<file path="src/sample_trend_monitor_assert.svh">
// Assertion macros for the top-level design file. Each one samples on the rising
// edge of clk and is disabled while arst_n is low.
`ifndef SAMPLE_TREND_MONITOR_ASSERT_SVH
`define SAMPLE_TREND_MONITOR_ASSERT_SVH

// A condition that must hold on every clock edge.
`define STM_ASSERT_ALWAYS(lbl, cond, msg) \
	lbl: assert property (@(posedge clk) disable iff (!arst_n) (cond)) else $error(msg);

// A condition that must hold on the edge after the trigger.
`define STM_ASSERT_NEXT(lbl, trig, cond, msg) \
	lbl: assert property (@(posedge clk) disable iff (!arst_n) (trig) |=> (cond)) else $error(msg);

`endif

</file>
<file path="src/stm_pkg.sv">
package stm_pkg;

	localparam int SAMPLE_W = 32;
	localparam int DIFF_W   = 33;
	localparam int MAG_W    = 33;
	localparam int CFG_W    = 31;
	localparam int OSC_W    = 4;
	localparam int IDX_W    = 2;

	// Eight cells hold the steps between the nine newest samples.
	localparam int NUM_CELLS = 8;

	localparam int CONV_STEPS       = 5;
	localparam int CONV_MIN_FILL    = 6;
	localparam int DIV_MIN_FILL     = 3;
	localparam int DIV_PAIRS        = 3;
	localparam int DIV_HITS         = 3;
	localparam int OSC_PAIR_FILL    = 3;
	localparam int IMPROVE_MIN_FILL = 3;

	// Growth test: older * GROW_NUM > newer * GROW_DEN, a ratio of 1.2.
	localparam int GROW_NUM = 5;
	localparam int GROW_DEN = 6;

	localparam logic [IDX_W-1:0] REG_CONVERGE_LIMIT = 2'd0;
	localparam logic [IDX_W-1:0] REG_DIVERGE_LIMIT  = 2'd1;
	localparam logic [IDX_W-1:0] REG_OSC_CYCLES     = 2'd2;
	localparam logic [IDX_W-1:0] REG_STABLE_LIMIT   = 2'd3;

	localparam logic [CFG_W-1:0] CONVERGE_LIMIT_RST = 31'd66;
	localparam logic [CFG_W-1:0] DIVERGE_LIMIT_RST  = 31'h7FFF_FFFF;
	localparam logic [OSC_W-1:0] OSC_CYCLES_RST     = 4'd3;
	localparam logic [CFG_W-1:0] STABLE_LIMIT_RST   = 31'd14624;

	localparam logic [SAMPLE_W-1:0] STEP_MAX = 32'h7FFF_FFFF;
	localparam logic [SAMPLE_W-1:0] STEP_MIN = 32'h8000_0000;

	typedef struct packed {
		logic [MAG_W-1:0] mag;
		logic             pos;
		logic             neg;
	} cell_t;

	typedef struct packed {
		cell_t d;
		logic  grow;
		logic  flip;
	} cell_state_t;

	typedef struct packed {
		logic converged;
		logic diverging;
		logic oscillating;
	} flags_t;

	function automatic logic [SAMPLE_W-1:0] mag32(input logic [SAMPLE_W-1:0] v);
		mag32 = v[SAMPLE_W-1] ? (~v + 1'b1) : v;
	endfunction

	function automatic logic [MAG_W-1:0] mag33(input logic [DIFF_W-1:0] v);
		mag33 = v[DIFF_W-1] ? (~v + 1'b1) : v;
	endfunction

endpackage

</file>
<file path="src/stm_cell.sv">
module stm_cell (
	input  logic                 clk,
	input  logic                 shift,
	input  stm_pkg::cell_t       din,
	output stm_pkg::cell_state_t q
);

	localparam int PROD_W = stm_pkg::MAG_W + 3;

	stm_pkg::cell_state_t state_q;
	logic [PROD_W-1:0]    older_x;
	logic [PROD_W-1:0]    newer_x;
	logic                 grow;
	logic                 flip;

	// The held step moves on to the older neighbor, so the pair bits relate
	// the incoming step to the one this cell holds now.
	assign older_x = PROD_W'(state_q.d.mag) * PROD_W'(stm_pkg::GROW_NUM);
	assign newer_x = PROD_W'(din.mag) * PROD_W'(stm_pkg::GROW_DEN);
	assign grow    = older_x > newer_x;
	assign flip    = (din.pos && state_q.d.neg) || (din.neg && state_q.d.pos);

	always_ff @(posedge clk) begin
		if (shift) begin
			state_q.d    <= din;
			state_q.grow <= grow;
			state_q.flip <= flip;
		end
	end

	assign q = state_q;

endmodule

</file>
<file path="src/stm_flags.sv">
module stm_flags #(
	parameter int FILL_W = 5
) (
	input  stm_pkg::cell_state_t              cells [stm_pkg::NUM_CELLS],
	input  logic [FILL_W-1:0]                 fill,
	input  logic [stm_pkg::SAMPLE_W-1:0]      newest,
	input  logic [stm_pkg::CFG_W-1:0]         converge_limit,
	input  logic [stm_pkg::CFG_W-1:0]         diverge_limit,
	input  logic [stm_pkg::OSC_W-1:0]         osc_cycles,
	output stm_pkg::flags_t                   flags
);

	localparam int CMP_W = (FILL_W > stm_pkg::OSC_W + 1) ? FILL_W : stm_pkg::OSC_W + 1;

	logic [CMP_W-1:0]             fill_x;
	logic [CMP_W-1:0]             osc_x2;
	logic [stm_pkg::SAMPLE_W-1:0] newest_mag;
	logic                         too_big;
	logic                         hits;
	logic [2:0]                   hit_sum;
	logic [stm_pkg::OSC_W-1:0]    changes;
	logic                         conv;

	assign fill_x     = CMP_W'(fill);
	assign osc_x2     = CMP_W'({osc_cycles, 1'b0});
	assign newest_mag = stm_pkg::mag32(newest);
	assign too_big    = newest_mag > {1'b0, diverge_limit};

	always_comb begin
		conv = fill_x >= CMP_W'(stm_pkg::CONV_MIN_FILL);
		for (int j = 0; j < stm_pkg::CONV_STEPS; j++) begin
			if (cells[j].d.mag >= stm_pkg::MAG_W'(converge_limit)) begin
				conv = 1'b0;
			end
		end
	end

	// The newest step is compared against zero, then each older step against
	// the one just newer than it.
	always_comb begin
		hit_sum = {2'b00, cells[0].d.pos | cells[0].d.neg};
		for (int j = 0; j < stm_pkg::DIV_PAIRS; j++) begin
			if (cells[j].grow && fill_x >= CMP_W'(j + stm_pkg::DIV_MIN_FILL)) begin
				hit_sum = hit_sum + 3'd1;
			end
		end
		hits = hit_sum >= 3'(stm_pkg::DIV_HITS);
	end

	always_comb begin
		changes = '0;
		for (int j = 0; j < stm_pkg::NUM_CELLS; j++) begin
			if (cells[j].flip && fill_x >= CMP_W'(j + stm_pkg::OSC_PAIR_FILL)) begin
				changes = changes + 1'b1;
			end
		end
	end

	assign flags.converged   = conv;
	assign flags.diverging   = (fill_x >= CMP_W'(stm_pkg::DIV_MIN_FILL)) && (too_big || hits);
	assign flags.oscillating = (fill_x >= osc_x2) && (changes >= osc_cycles);

endmodule

</file>
<file path="src/sample_trend_monitor.sv">
// Channel   Direction  Handshake                     Word
// sample    in         sample_valid / sample_stall   sample, restart
// result    out        result_valid / result_stall   step, update_count, five flags
// config    in         cfg_we                        cfg_index, cfg_data
//
// The step is formed as a word is accepted and registered in the first stage; the
// word then shifts into the cell chain in the second stage, where the flags read
// the cells and are captured in the result register. A new word is taken only
// after the last one has left the first stage. The result register frees the
// input side, so one more word is taken while a result waits on result_stall.
// Reset clears the fill count, last step and counter, and loads configuration
// defaults; cells hold no reset and are read only as far as the fill count reaches.
`include "sample_trend_monitor_assert.svh"

module sample_trend_monitor #(
	parameter int WINDOW_DEPTH = 16
) (
	input  logic                                clk,
	input  logic                                arst_n,
	input  logic                                sample_valid,
	output logic                                sample_stall,
	input  logic signed [stm_pkg::SAMPLE_W-1:0] sample,
	input  logic                                restart,
	output logic                                result_valid,
	input  logic                                result_stall,
	output logic signed [stm_pkg::SAMPLE_W-1:0] step,
	output logic        [stm_pkg::SAMPLE_W-1:0] update_count,
	output logic                                is_stable,
	output logic                                is_converged,
	output logic                                is_diverging,
	output logic                                is_oscillating,
	output logic                                is_improving,
	input  logic                                cfg_we,
	input  logic        [stm_pkg::IDX_W-1:0]    cfg_index,
	input  logic        [stm_pkg::CFG_W-1:0]    cfg_data
);

	localparam int FILL_W = $clog2(WINDOW_DEPTH + 1);
	localparam int SW     = stm_pkg::SAMPLE_W;

	logic [stm_pkg::CFG_W-1:0] converge_limit_q;
	logic [stm_pkg::CFG_W-1:0] diverge_limit_q;
	logic [stm_pkg::OSC_W-1:0] osc_cycles_q;
	logic [stm_pkg::CFG_W-1:0] stable_limit_q;

	logic [FILL_W-1:0] fill_q;
	logic [SW-1:0]     sample_q;
	logic [SW-1:0]     last_step_q;
	logic [SW-1:0]     count_q;

	logic                      v_s1_q;
	logic [stm_pkg::DIFF_W-1:0] diff_s1;
	logic [SW-1:0]             step_s1;
	logic [SW-1:0]             prev_s1;
	logic [SW-1:0]             cnt_s1;
	logic                      first_s1;

	logic          v_s2_q;
	logic [SW-1:0] step_s2;
	logic [SW-1:0] cnt_s2;
	logic          stable_s2;
	logic          improving_s2;

	logic            res_valid_q;
	logic [SW-1:0]   res_step_q;
	logic [SW-1:0]   res_count_q;
	logic            res_stable_q;
	logic            res_improving_q;
	stm_pkg::flags_t res_flags_q;

	logic                       accept;
	logic                       adv;
	logic                       first;
	logic [stm_pkg::DIFF_W-1:0] diff;
	logic [SW-1:0]              step_sat;
	logic [SW-1:0]              count_next;
	logic [FILL_W-1:0]          fill_next;
	logic [stm_pkg::DIFF_W-1:0] accel;
	logic                       stable;
	logic                       improving;
	stm_pkg::cell_t             feed;
	stm_pkg::cell_t             cell_in [stm_pkg::NUM_CELLS];
	stm_pkg::cell_state_t       cell_q  [stm_pkg::NUM_CELLS];
	stm_pkg::flags_t            flags;

	always_ff @(posedge clk or negedge arst_n) begin
		if (!arst_n) begin
			converge_limit_q <= stm_pkg::CONVERGE_LIMIT_RST;
			diverge_limit_q  <= stm_pkg::DIVERGE_LIMIT_RST;
			osc_cycles_q     <= stm_pkg::OSC_CYCLES_RST;
			stable_limit_q   <= stm_pkg::STABLE_LIMIT_RST;
		end else if (cfg_we) begin
			case (cfg_index)
				stm_pkg::REG_CONVERGE_LIMIT: converge_limit_q <= cfg_data;
				stm_pkg::REG_DIVERGE_LIMIT:  diverge_limit_q  <= cfg_data;
				stm_pkg::REG_OSC_CYCLES:     osc_cycles_q     <= cfg_data[stm_pkg::OSC_W-1:0];
				stm_pkg::REG_STABLE_LIMIT:   stable_limit_q   <= cfg_data;
				default: begin
				end
			endcase
		end
	end

	assign adv          = v_s2_q && (!res_valid_q || !result_stall);
	assign sample_stall = v_s1_q || (v_s2_q && !adv);
	assign accept       = sample_valid && !sample_stall;

	assign first = restart || (fill_q == '0);
	assign diff  = first ? '0 : ({sample[SW-1], sample} - {sample_q[SW-1], sample_q});

	always_comb begin
		if (diff[SW] != diff[SW-1]) begin
			step_sat = diff[SW] ? stm_pkg::STEP_MIN : stm_pkg::STEP_MAX;
		end else begin
			step_sat = diff[SW-1:0];
		end
	end

	assign count_next = first ? '0 : count_q + 1'b1;

	always_comb begin
		if (first) begin
			fill_next = FILL_W'(1);
		end else if (fill_q == FILL_W'(WINDOW_DEPTH)) begin
			fill_next = fill_q;
		end else begin
			fill_next = fill_q + 1'b1;
		end
	end

	always_ff @(posedge clk or negedge arst_n) begin
		if (!arst_n) begin
			fill_q      <= '0;
			last_step_q <= '0;
			count_q     <= '0;
		end else if (accept) begin
			fill_q      <= fill_next;
			last_step_q <= step_sat;
			count_q     <= count_next;
		end
	end

	always_ff @(posedge clk) begin
		if (accept) begin
			sample_q <= sample;
			diff_s1  <= diff;
			step_s1  <= step_sat;
			prev_s1  <= last_step_q;
			cnt_s1   <= count_next;
			first_s1 <= first;
		end
	end

	assign accel     = {step_s1[SW-1], step_s1} - {prev_s1[SW-1], prev_s1};
	assign stable    = first_s1 || (stm_pkg::mag33(accel) < {2'b00, stable_limit_q});
	assign improving = !first_s1 && (fill_q >= FILL_W'(stm_pkg::IMPROVE_MIN_FILL))
		&& (stm_pkg::mag32(step_s1) < stm_pkg::mag32(prev_s1));

	always_ff @(posedge clk) begin
		if (v_s1_q) begin
			step_s2      <= step_s1;
			cnt_s2       <= cnt_s1;
			stable_s2    <= stable;
			improving_s2 <= improving;
		end
	end

	always_ff @(posedge clk or negedge arst_n) begin
		if (!arst_n) begin
			v_s1_q      <= 1'b0;
			v_s2_q      <= 1'b0;
			res_valid_q <= 1'b0;
		end else begin
			v_s1_q <= accept;
			if (v_s1_q) begin
				v_s2_q <= 1'b1;
			end else if (adv) begin
				v_s2_q <= 1'b0;
			end
			if (adv) begin
				res_valid_q <= 1'b1;
			end else if (!result_stall) begin
				res_valid_q <= 1'b0;
			end
		end
	end

	assign feed.mag = stm_pkg::mag33(diff_s1);
	assign feed.neg = diff_s1[stm_pkg::DIFF_W-1];
	assign feed.pos = !diff_s1[stm_pkg::DIFF_W-1] && (diff_s1 != '0);

	for (genvar k = 0; k < stm_pkg::NUM_CELLS; k++) begin : g_chain
		if (k == 0) begin : g_head
			assign cell_in[k] = feed;
		end else begin : g_link
			assign cell_in[k] = cell_q[k-1].d;
		end
		stm_cell u_cell (
			.clk   (clk),
			.shift (v_s1_q),
			.din   (cell_in[k]),
			.q     (cell_q[k])
		);
	end

	stm_flags #(
		.FILL_W (FILL_W)
	) u_flags (
		.cells          (cell_q),
		.fill           (fill_q),
		.newest         (sample_q),
		.converge_limit (converge_limit_q),
		.diverge_limit  (diverge_limit_q),
		.osc_cycles     (osc_cycles_q),
		.flags          (flags)
	);

	always_ff @(posedge clk) begin
		if (adv) begin
			res_step_q      <= step_s2;
			res_count_q     <= cnt_s2;
			res_stable_q    <= stable_s2;
			res_improving_q <= improving_s2;
			res_flags_q     <= flags;
		end
	end

	assign result_valid   = res_valid_q;
	assign step           = res_step_q;
	assign update_count   = res_count_q;
	assign is_stable      = res_stable_q;
	assign is_improving   = res_improving_q;
	assign is_converged   = res_flags_q.converged;
	assign is_diverging   = res_flags_q.diverging;
	assign is_oscillating = res_flags_q.oscillating;

	`STM_ASSERT_ALWAYS(a_one_in_flight, !(v_s1_q && v_s2_q), "two words in flight")
	`STM_ASSERT_NEXT(a_s1_moves, v_s1_q, v_s2_q, "first stage word did not reach the cells")
	`STM_ASSERT_ALWAYS(a_fill_range, fill_q <= FILL_W'(WINDOW_DEPTH), "fill count past depth")
	`STM_ASSERT_NEXT(a_restart_clears, accept && restart, (fill_q == FILL_W'(1)) && (count_q == '0), "restart did not clear history")

endmodule

</file>
<file path="config.mk">
export PLATFORM = sky130hd
export DESIGN_NAME = sample_trend_monitor
export DESIGN_NICKNAME = d
export VERILOG_FILES = /design/src/stm_pkg.sv /design/src/stm_cell.sv /design/src/stm_flags.sv /design/src/sample_trend_monitor.sv
export VERILOG_INCLUDE_DIRS = /design/src /design/src/src
export SDC_FILE = /design/constraint.sdc
export NUM_CORES = 2
export LEC_CHECK = 0
export BUFFER_PORTS_ARGS = -buffer_cell sky130_fd_sc_hd__buf_2
export CORE_MARGIN = 1
export CORE_UTILIZATION = 60
export DETAILED_ROUTE_END_ITERATION = 16
export GPL_TIMING_DRIVEN = 0
export PLACE_DENSITY = 0.82
export REMOVE_ABC_BUFFERS = 1
export SLEW_MARGIN = 20
export SYNTH_ARGS = -nofsm -noshare
export SYNTH_HDL_FRONTEND = slang
export SYNTH_HIERARCHICAL = 1
export SYNTH_SLANG_ARGS = --single-unit
</file>
<file path="constraint.sdc">
create_clock -name clk -period 21.6 [get_ports clk]
set_input_delay 1.08 -clock clk [delete_from_list [all_inputs] [get_ports clk]]
set_output_delay 1.08 -clock clk [all_outputs]
set_load 0.02 [all_outputs]
</file>
; ---- Word level (Yosys, flattened, before mapping)
; Index checks and enable logic that the tools add are counted.
[totals]
input_bits = 71
reg_bits = 658
[op_classes]
multipliers = 6
order_cmp = 22
bitwise_logic = 6
eq_ne = 7
n_addsub = 19
mux = 26
n_reduce_logical = 64
[op_table]
columns = cell, count
row1 = 2-to-1 mux 32 bit, 6
row2 = greater-or-equal comparator 33 x 31 -> 1 bit, 5
row3 = "adder 32 x 1 -> 32 bit, second input constant", 4
row4 = greater-than comparator 36 bit, 3
row5 = "multiplier 33 x 3 -> 36 bit, second input constant", 3
row6 = "multiplier 33 x 2 -> 35 bit, second input constant", 3
row7 = 2-to-1 mux 33 bit, 3
row8 = NOT 32 bit, 3
row9 = "adder 33 x 1 -> 33 bit, second input constant", 2
row10 = NOT 33 bit, 2
row11 = subtractor 32 x 32 -> 33 bit, 2
row12 = logical AND 1 bit, 35
row13 = < comparator 33 x 31 -> 1 bit, 1
row14 = nonzero test 33 bit, 1
row15 = greater-than comparator 32 x 31 -> 1 bit, 1
row16 = < comparator 32 bit, 1
row17 = 2-to-1 mux 4 bit, 7
row18 = "adder 4 x 1 -> 4 bit, second input constant", 6
row19 = "greater-or-equal comparator 5 x 3 -> 1 bit, second input constant", 4
row20 = "greater-or-equal comparator 5 x 4 -> 1 bit, second input constant", 3
row21 = logical OR 1 bit, 13
row22 = 2-to-1 mux 5 bit, 2
row23 = AND reduction 2 bit, 5
row24 = 2-to-1 mux 3 bit, 3
row25 = other kinds (20), 32

; ---- Longest topological paths before layout
[depth]
depth_word = 19
depth_mapped = 25

; ---- Cells and area by module
; Netlist, hierarchy kept.
[by_module_without_submodules]
columns = module, cells_per_inst, seq_area_each_um2, area_each_um2, instances
row1 = stm_cell at g_chain[3].u_cell ..., 599, 1111.1, 5406.4, 5
row2 = sample_trend_monitor, 2197, 13167.6, 24713.7, 1
row3 = stm_cell at g_chain[0].u_cell ..., 576, 1111.1, 5420.2, 3
row4 = stm_flags, 762, 0.0, 5926.9, 1

; ---- Worst setup path before layout
; No wires, ideal clock.
[synth_timing]
path_type = register -> register
startpoint = register v_s1_q
endpoint = register cnt_s1[0], enable pin
path_slack_ns = 9.184
period_less_slack_ns = 12.416
arrival_ns = 11.238
path_stages_with_launch = 6
n_path_buf = 2
path_cell_list = dfrtp_1 > a31oi_1 > nand2_1 > inv_1 > clkbuf_1 > buf_1
[synth_between]
elab_chain_len = 3
[synth_lines]
columns = item, line
row1 = from (decl), sample_trend_monitor.sv:51  ; logic v_s1_q;
row2 = from (signal assigned), sample_trend_monitor.sv:174  ; v_s1_q <= accept;
row3 = logical OR 1 bit, sample_trend_monitor.sv:105  ; assign sample_stall = v_s1_q || (v_s2_q && !adv);
row4 = zero test 1 bit, sample_trend_monitor.sv:106  ; assign accept = sample_valid && !sample_stall;
row5 = logical AND 1 bit, sample_trend_monitor.sv:106
row6 = net accept, sample_trend_monitor.sv:71  ; logic accept;
row7 = to (signal assigned), sample_trend_monitor.sv:149  ; cnt_s1 <= count_next;
row8 = to (decl), sample_trend_monitor.sv:55  ; logic [SW-1:0] cnt_s1;
; The timed path passes the listed nets, and every way through them passes these cells.
; A chain may end at the register's enable or synchronous reset.

; ---- Worst setup path in the final report
[layout_timing]
startpoint = register step_s1[0]
endpoint = register stable_s2, data pin
[layout_between]
elab_chain_len = 6
[layout_lines]
columns = item, line
row1 = from (decl), sample_trend_monitor.sv:53  ; logic [SW-1:0] step_s1;
row2 = from (signal assigned), sample_trend_monitor.sv:147  ; step_s1 <= step_sat;
row3 = subtractor 32 x 32 -> 33 bit (*), sample_trend_monitor.sv:154  ; assign accel = {step_s1[SW-1], step_s1} - {prev_s1[SW-1], prev_s1};
row4 = NOT 33 bit, stm_pkg.sv:61  ; mag33 = v[DIFF_W-1] ? (~v + 1'b1) : v;
row5 = adder 33 x 1 -> 33 bit, stm_pkg.sv:61
row6 = 2-to-1 mux 33 bit (*), stm_pkg.sv:61
row7 = < comparator 33 x 31 -> 1 bit (*), sample_trend_monitor.sv:155  ; assign stable = first_s1 || (stm_pkg::mag33(accel) < {2'b00, stable_limit_q});
row8 = logical OR 1 bit (*), sample_trend_monitor.sv:155
row9 = net stable, sample_trend_monitor.sv:79  ; logic stable;
row10 = to (signal assigned), sample_trend_monitor.sv:163  ; stable_s2 <= stable;
row11 = to (decl), sample_trend_monitor.sv:61  ; logic stable_s2;
; Mark *: on every way through the listed nets, which the timed path passes. The rest lies on a longest branch.

==> impl_metrics.env <==
export IMPL_multi_input_comb_area_um2=29090
export IMPL_register_clock_pin_slew_on_the_reported_worst_setup_and_hold_paths_ps=60
export IMPL_fmaxAchievable_mhz=148.0
export IMPL_met2_capacity_usage_during_global_routing_pct=50.65
export IMPL_syn_cell_area_um2=49380
export IMPL_clock_tree_from_tritoncts="done"
export IMPL_irDropWorstVdd_v=0.00008567
export IMPL_htreeDepth=3
export IMPL_final_period_minus_worst_setup_slack_ps=6755
export IMPL_synthesis_instances=4773
export IMPL_cts_resized=0
export IMPL_max_cap_check_violation_count=0
export IMPL_worstSkewPairLatency_ps=670
export IMPL_overall_die_area_um2=83450
export IMPL_drt_initial_drc_count=3666
export IMPL_postCtsSetupRepairBufs=0
export IMPL_final_area_um2=54180
export IMPL_most_common_cell_after_layout_fill_and_taps_aside="ha_1"
export IMPL_final_layout_size_suffix_gt1_share_pct=10.89
export IMPL_layout_area_overhead_vs_synth_pct=9.728
export IMPL_instances_no_fill=6042
export IMPL_gr_usage_all_layers_pct=30.80
export IMPL_numCtsBuffers=74
export IMPL_routed_via_density=6.433
export IMPL_placement_row_count=104
export IMPL_global_route_usage_met3_pct=3.622
export IMPL_antenna_found_initial=8
export IMPL_synth_yosys_warnings=6
export IMPL_core_region_area_um2=80940
export IMPL_global_route_peak_usage_layer="met2"
export IMPL_cpMaxStageDelayCell="a2111oi_1"
export IMPL_via_count=38870
export IMPL_cpPeakStageDelay_ps=690
export IMPL_fin_tns_setup_ps=0
export IMPL_run_status="finished clean"
export IMPL_highest_count_cells_in_the_layout_ignoring_fill_and_taps="732 x ha_1, 488 x edfxtp_1, 331 x a21oi_1, 320 x nand2_1, 282 x nor2_1"
export IMPL_dpl_hpwl_um=98780
export IMPL_max_slew_worst_pin_slew_ps=1153
export IMPL_critPathRequiredTime_ps=22110
export IMPL_final_replace_weighted_congestion=0.9518
export IMPL_critical_path_startpoint_type="flop"
export IMPL_timing_critical_path_to_type="flop"
export IMPL_num_nets_final=5727
export IMPL_drc=0
export IMPL_post_cts_hold_buffer_count=0
export IMPL_critPathKind="flop to flop"
export IMPL_critPathArrivalTime_ps=7260
export IMPL_die_x_um=288.9
export IMPL_final_period_utilization_pct=31.27
export IMPL_grt_pass1_vias=37620
export IMPL_cts_max_path_buffers=3
export IMPL_nFillCells=6142
export IMPL_rsz0062_at_grt="false"
export IMPL_critical_path_cell_chain="inv_1 > ha_1 > fa_1 > nand2b_1 > a21oi_1 > o32ai_4 > a2111oi_1 > o31a_1 > o32ai_1 > o221ai_2 > buf_6 > a21oi_1 > xor2_1 > ha_1 > a21o_1 > a211o_1 > nor3_1 > o311a_1 > nor3_1 > o311a_1 > o41ai_1 > o311ai_1 > mux2i_1 > a311o_1"
export IMPL_cp_max_fo=18
export IMPL_grt_first_pass_wirelength_um=202200
export IMPL_register_area_um2=18940
export IMPL_global_route_overflow_total=0
export IMPL_r2r_cells=24
export IMPL_ant_nets=0
export IMPL_tritoncts_num_sinks=657
export IMPL_hp_class="input port to asynchronous set/reset pin"
export IMPL_io_buffers=141
export IMPL_final_hold_violation_count=0
export IMPL_grt_met1_usage_pct=40.95
export IMPL_initial_utilization_pct=61.01
export IMPL_final_core_utilization_pct=66.94
export IMPL_finalWirelength_um=130100
export IMPL_fin_skew_ps=55.22
export IMPL_pin_count_of_the_biggest_net_entering_global_routing=118
export IMPL_hold_worst_slack_ps=397.8
export IMPL_final_setup_viol_count=0
export IMPL_io_pins=142
export IMPL_chipHeight_um=288.9
export IMPL_static_leakage_power_nw=23.79
export IMPL_route_detailed_wl_per_inst_um=21.53
export IMPL_maxSlewViolCount=0
export IMPL_detailed_routing_iterations_pass_1=8
export IMPL_numPlacedInstances=5900
export IMPL_placement_cell_area_um2=51510
export IMPL_mean_syn_cell_area_um2=10.35
export IMPL_power_density_nw_per_um2=113.1
export IMPL_max_slew_margin_pct=22.54
export IMPL_cts_root_buffer="clkbuf_16"
## critical path, delay by kind of cell, from the launching register on
kind / cells / cell delay (ps)
simple gates: 3 / 480
buf+inv: 2 / 340
xor+xnor: 1 / 210
fa+ha+maj: 3 / 950
mux: 1 / 170
compound gates: 14 / 4060
flops: 1 / 400
## where the power goes
| part | switching, mW | total, mW | internal (mW) |
|---|---|---|---|
| combinational | 1.72 | 2.99 | 1.27 |
| sequential | 0.176 | 1.79 | 1.61 |
| clock | 0.565 | 1.35 | 0.787 |
## layout make-up
type	count	area share [%]
multi-input cells	3752	53.69
flip-flops and latches	657	34.95
clock buffers	99	3.887
well taps	1060	2.448
repair buffers	161	2.090
inverters	270	1.894
clock inverters	39	1.021
diodes	4	0.01847
## sequential cells by signal, summed over array words and instances (netlist names), 32 cells and up
name              flops
sample_q             32
prev_s1              32
cnt_s1               32
step_s2              32
step                 32
update_count         32
cnt_s2               32
diff_s1              33
last_step_q          32
count_q              32
g_chain.u_cell/q    192
## final timing paths
check	startpoint	endpoint	slack, ps
worst max-delay path	step_s1[0]	stable_s2	14850
worst min-delay path	arst_n	count_q[22]	400
worst max register to register	step_s1[0]	stable_s2	14850
worst min register to register	cnt_s1[22]	cnt_s2[22]	410
max in group asynchronous	arst_n	converge_limit_q[6]	20160
min in group clk	cnt_s1[22]	cnt_s2[22]	410
## per-layer routing
| metal | share of wire [%] | up-vias |
|---|---|---|
| li1 | - | 18260 |
| met1 | 42 | 18790 |
| met2 | 47 | 1515 |
| met3 | 7.0 | 304 |
| met4 | 4.6 | 2 |
| met5 | 0.0092 | - |
## stage by stage
step                      worst slack, ps  power [mW]
after floorplan                     10470       3.963
after global placement               4775       4.584
after detailed placement            15080       4.703
after CTS                           15000       6.096
after global routing                14570       6.527
final                               14850       6.127
Note: power is estimated with default switching activity, not from simulation.
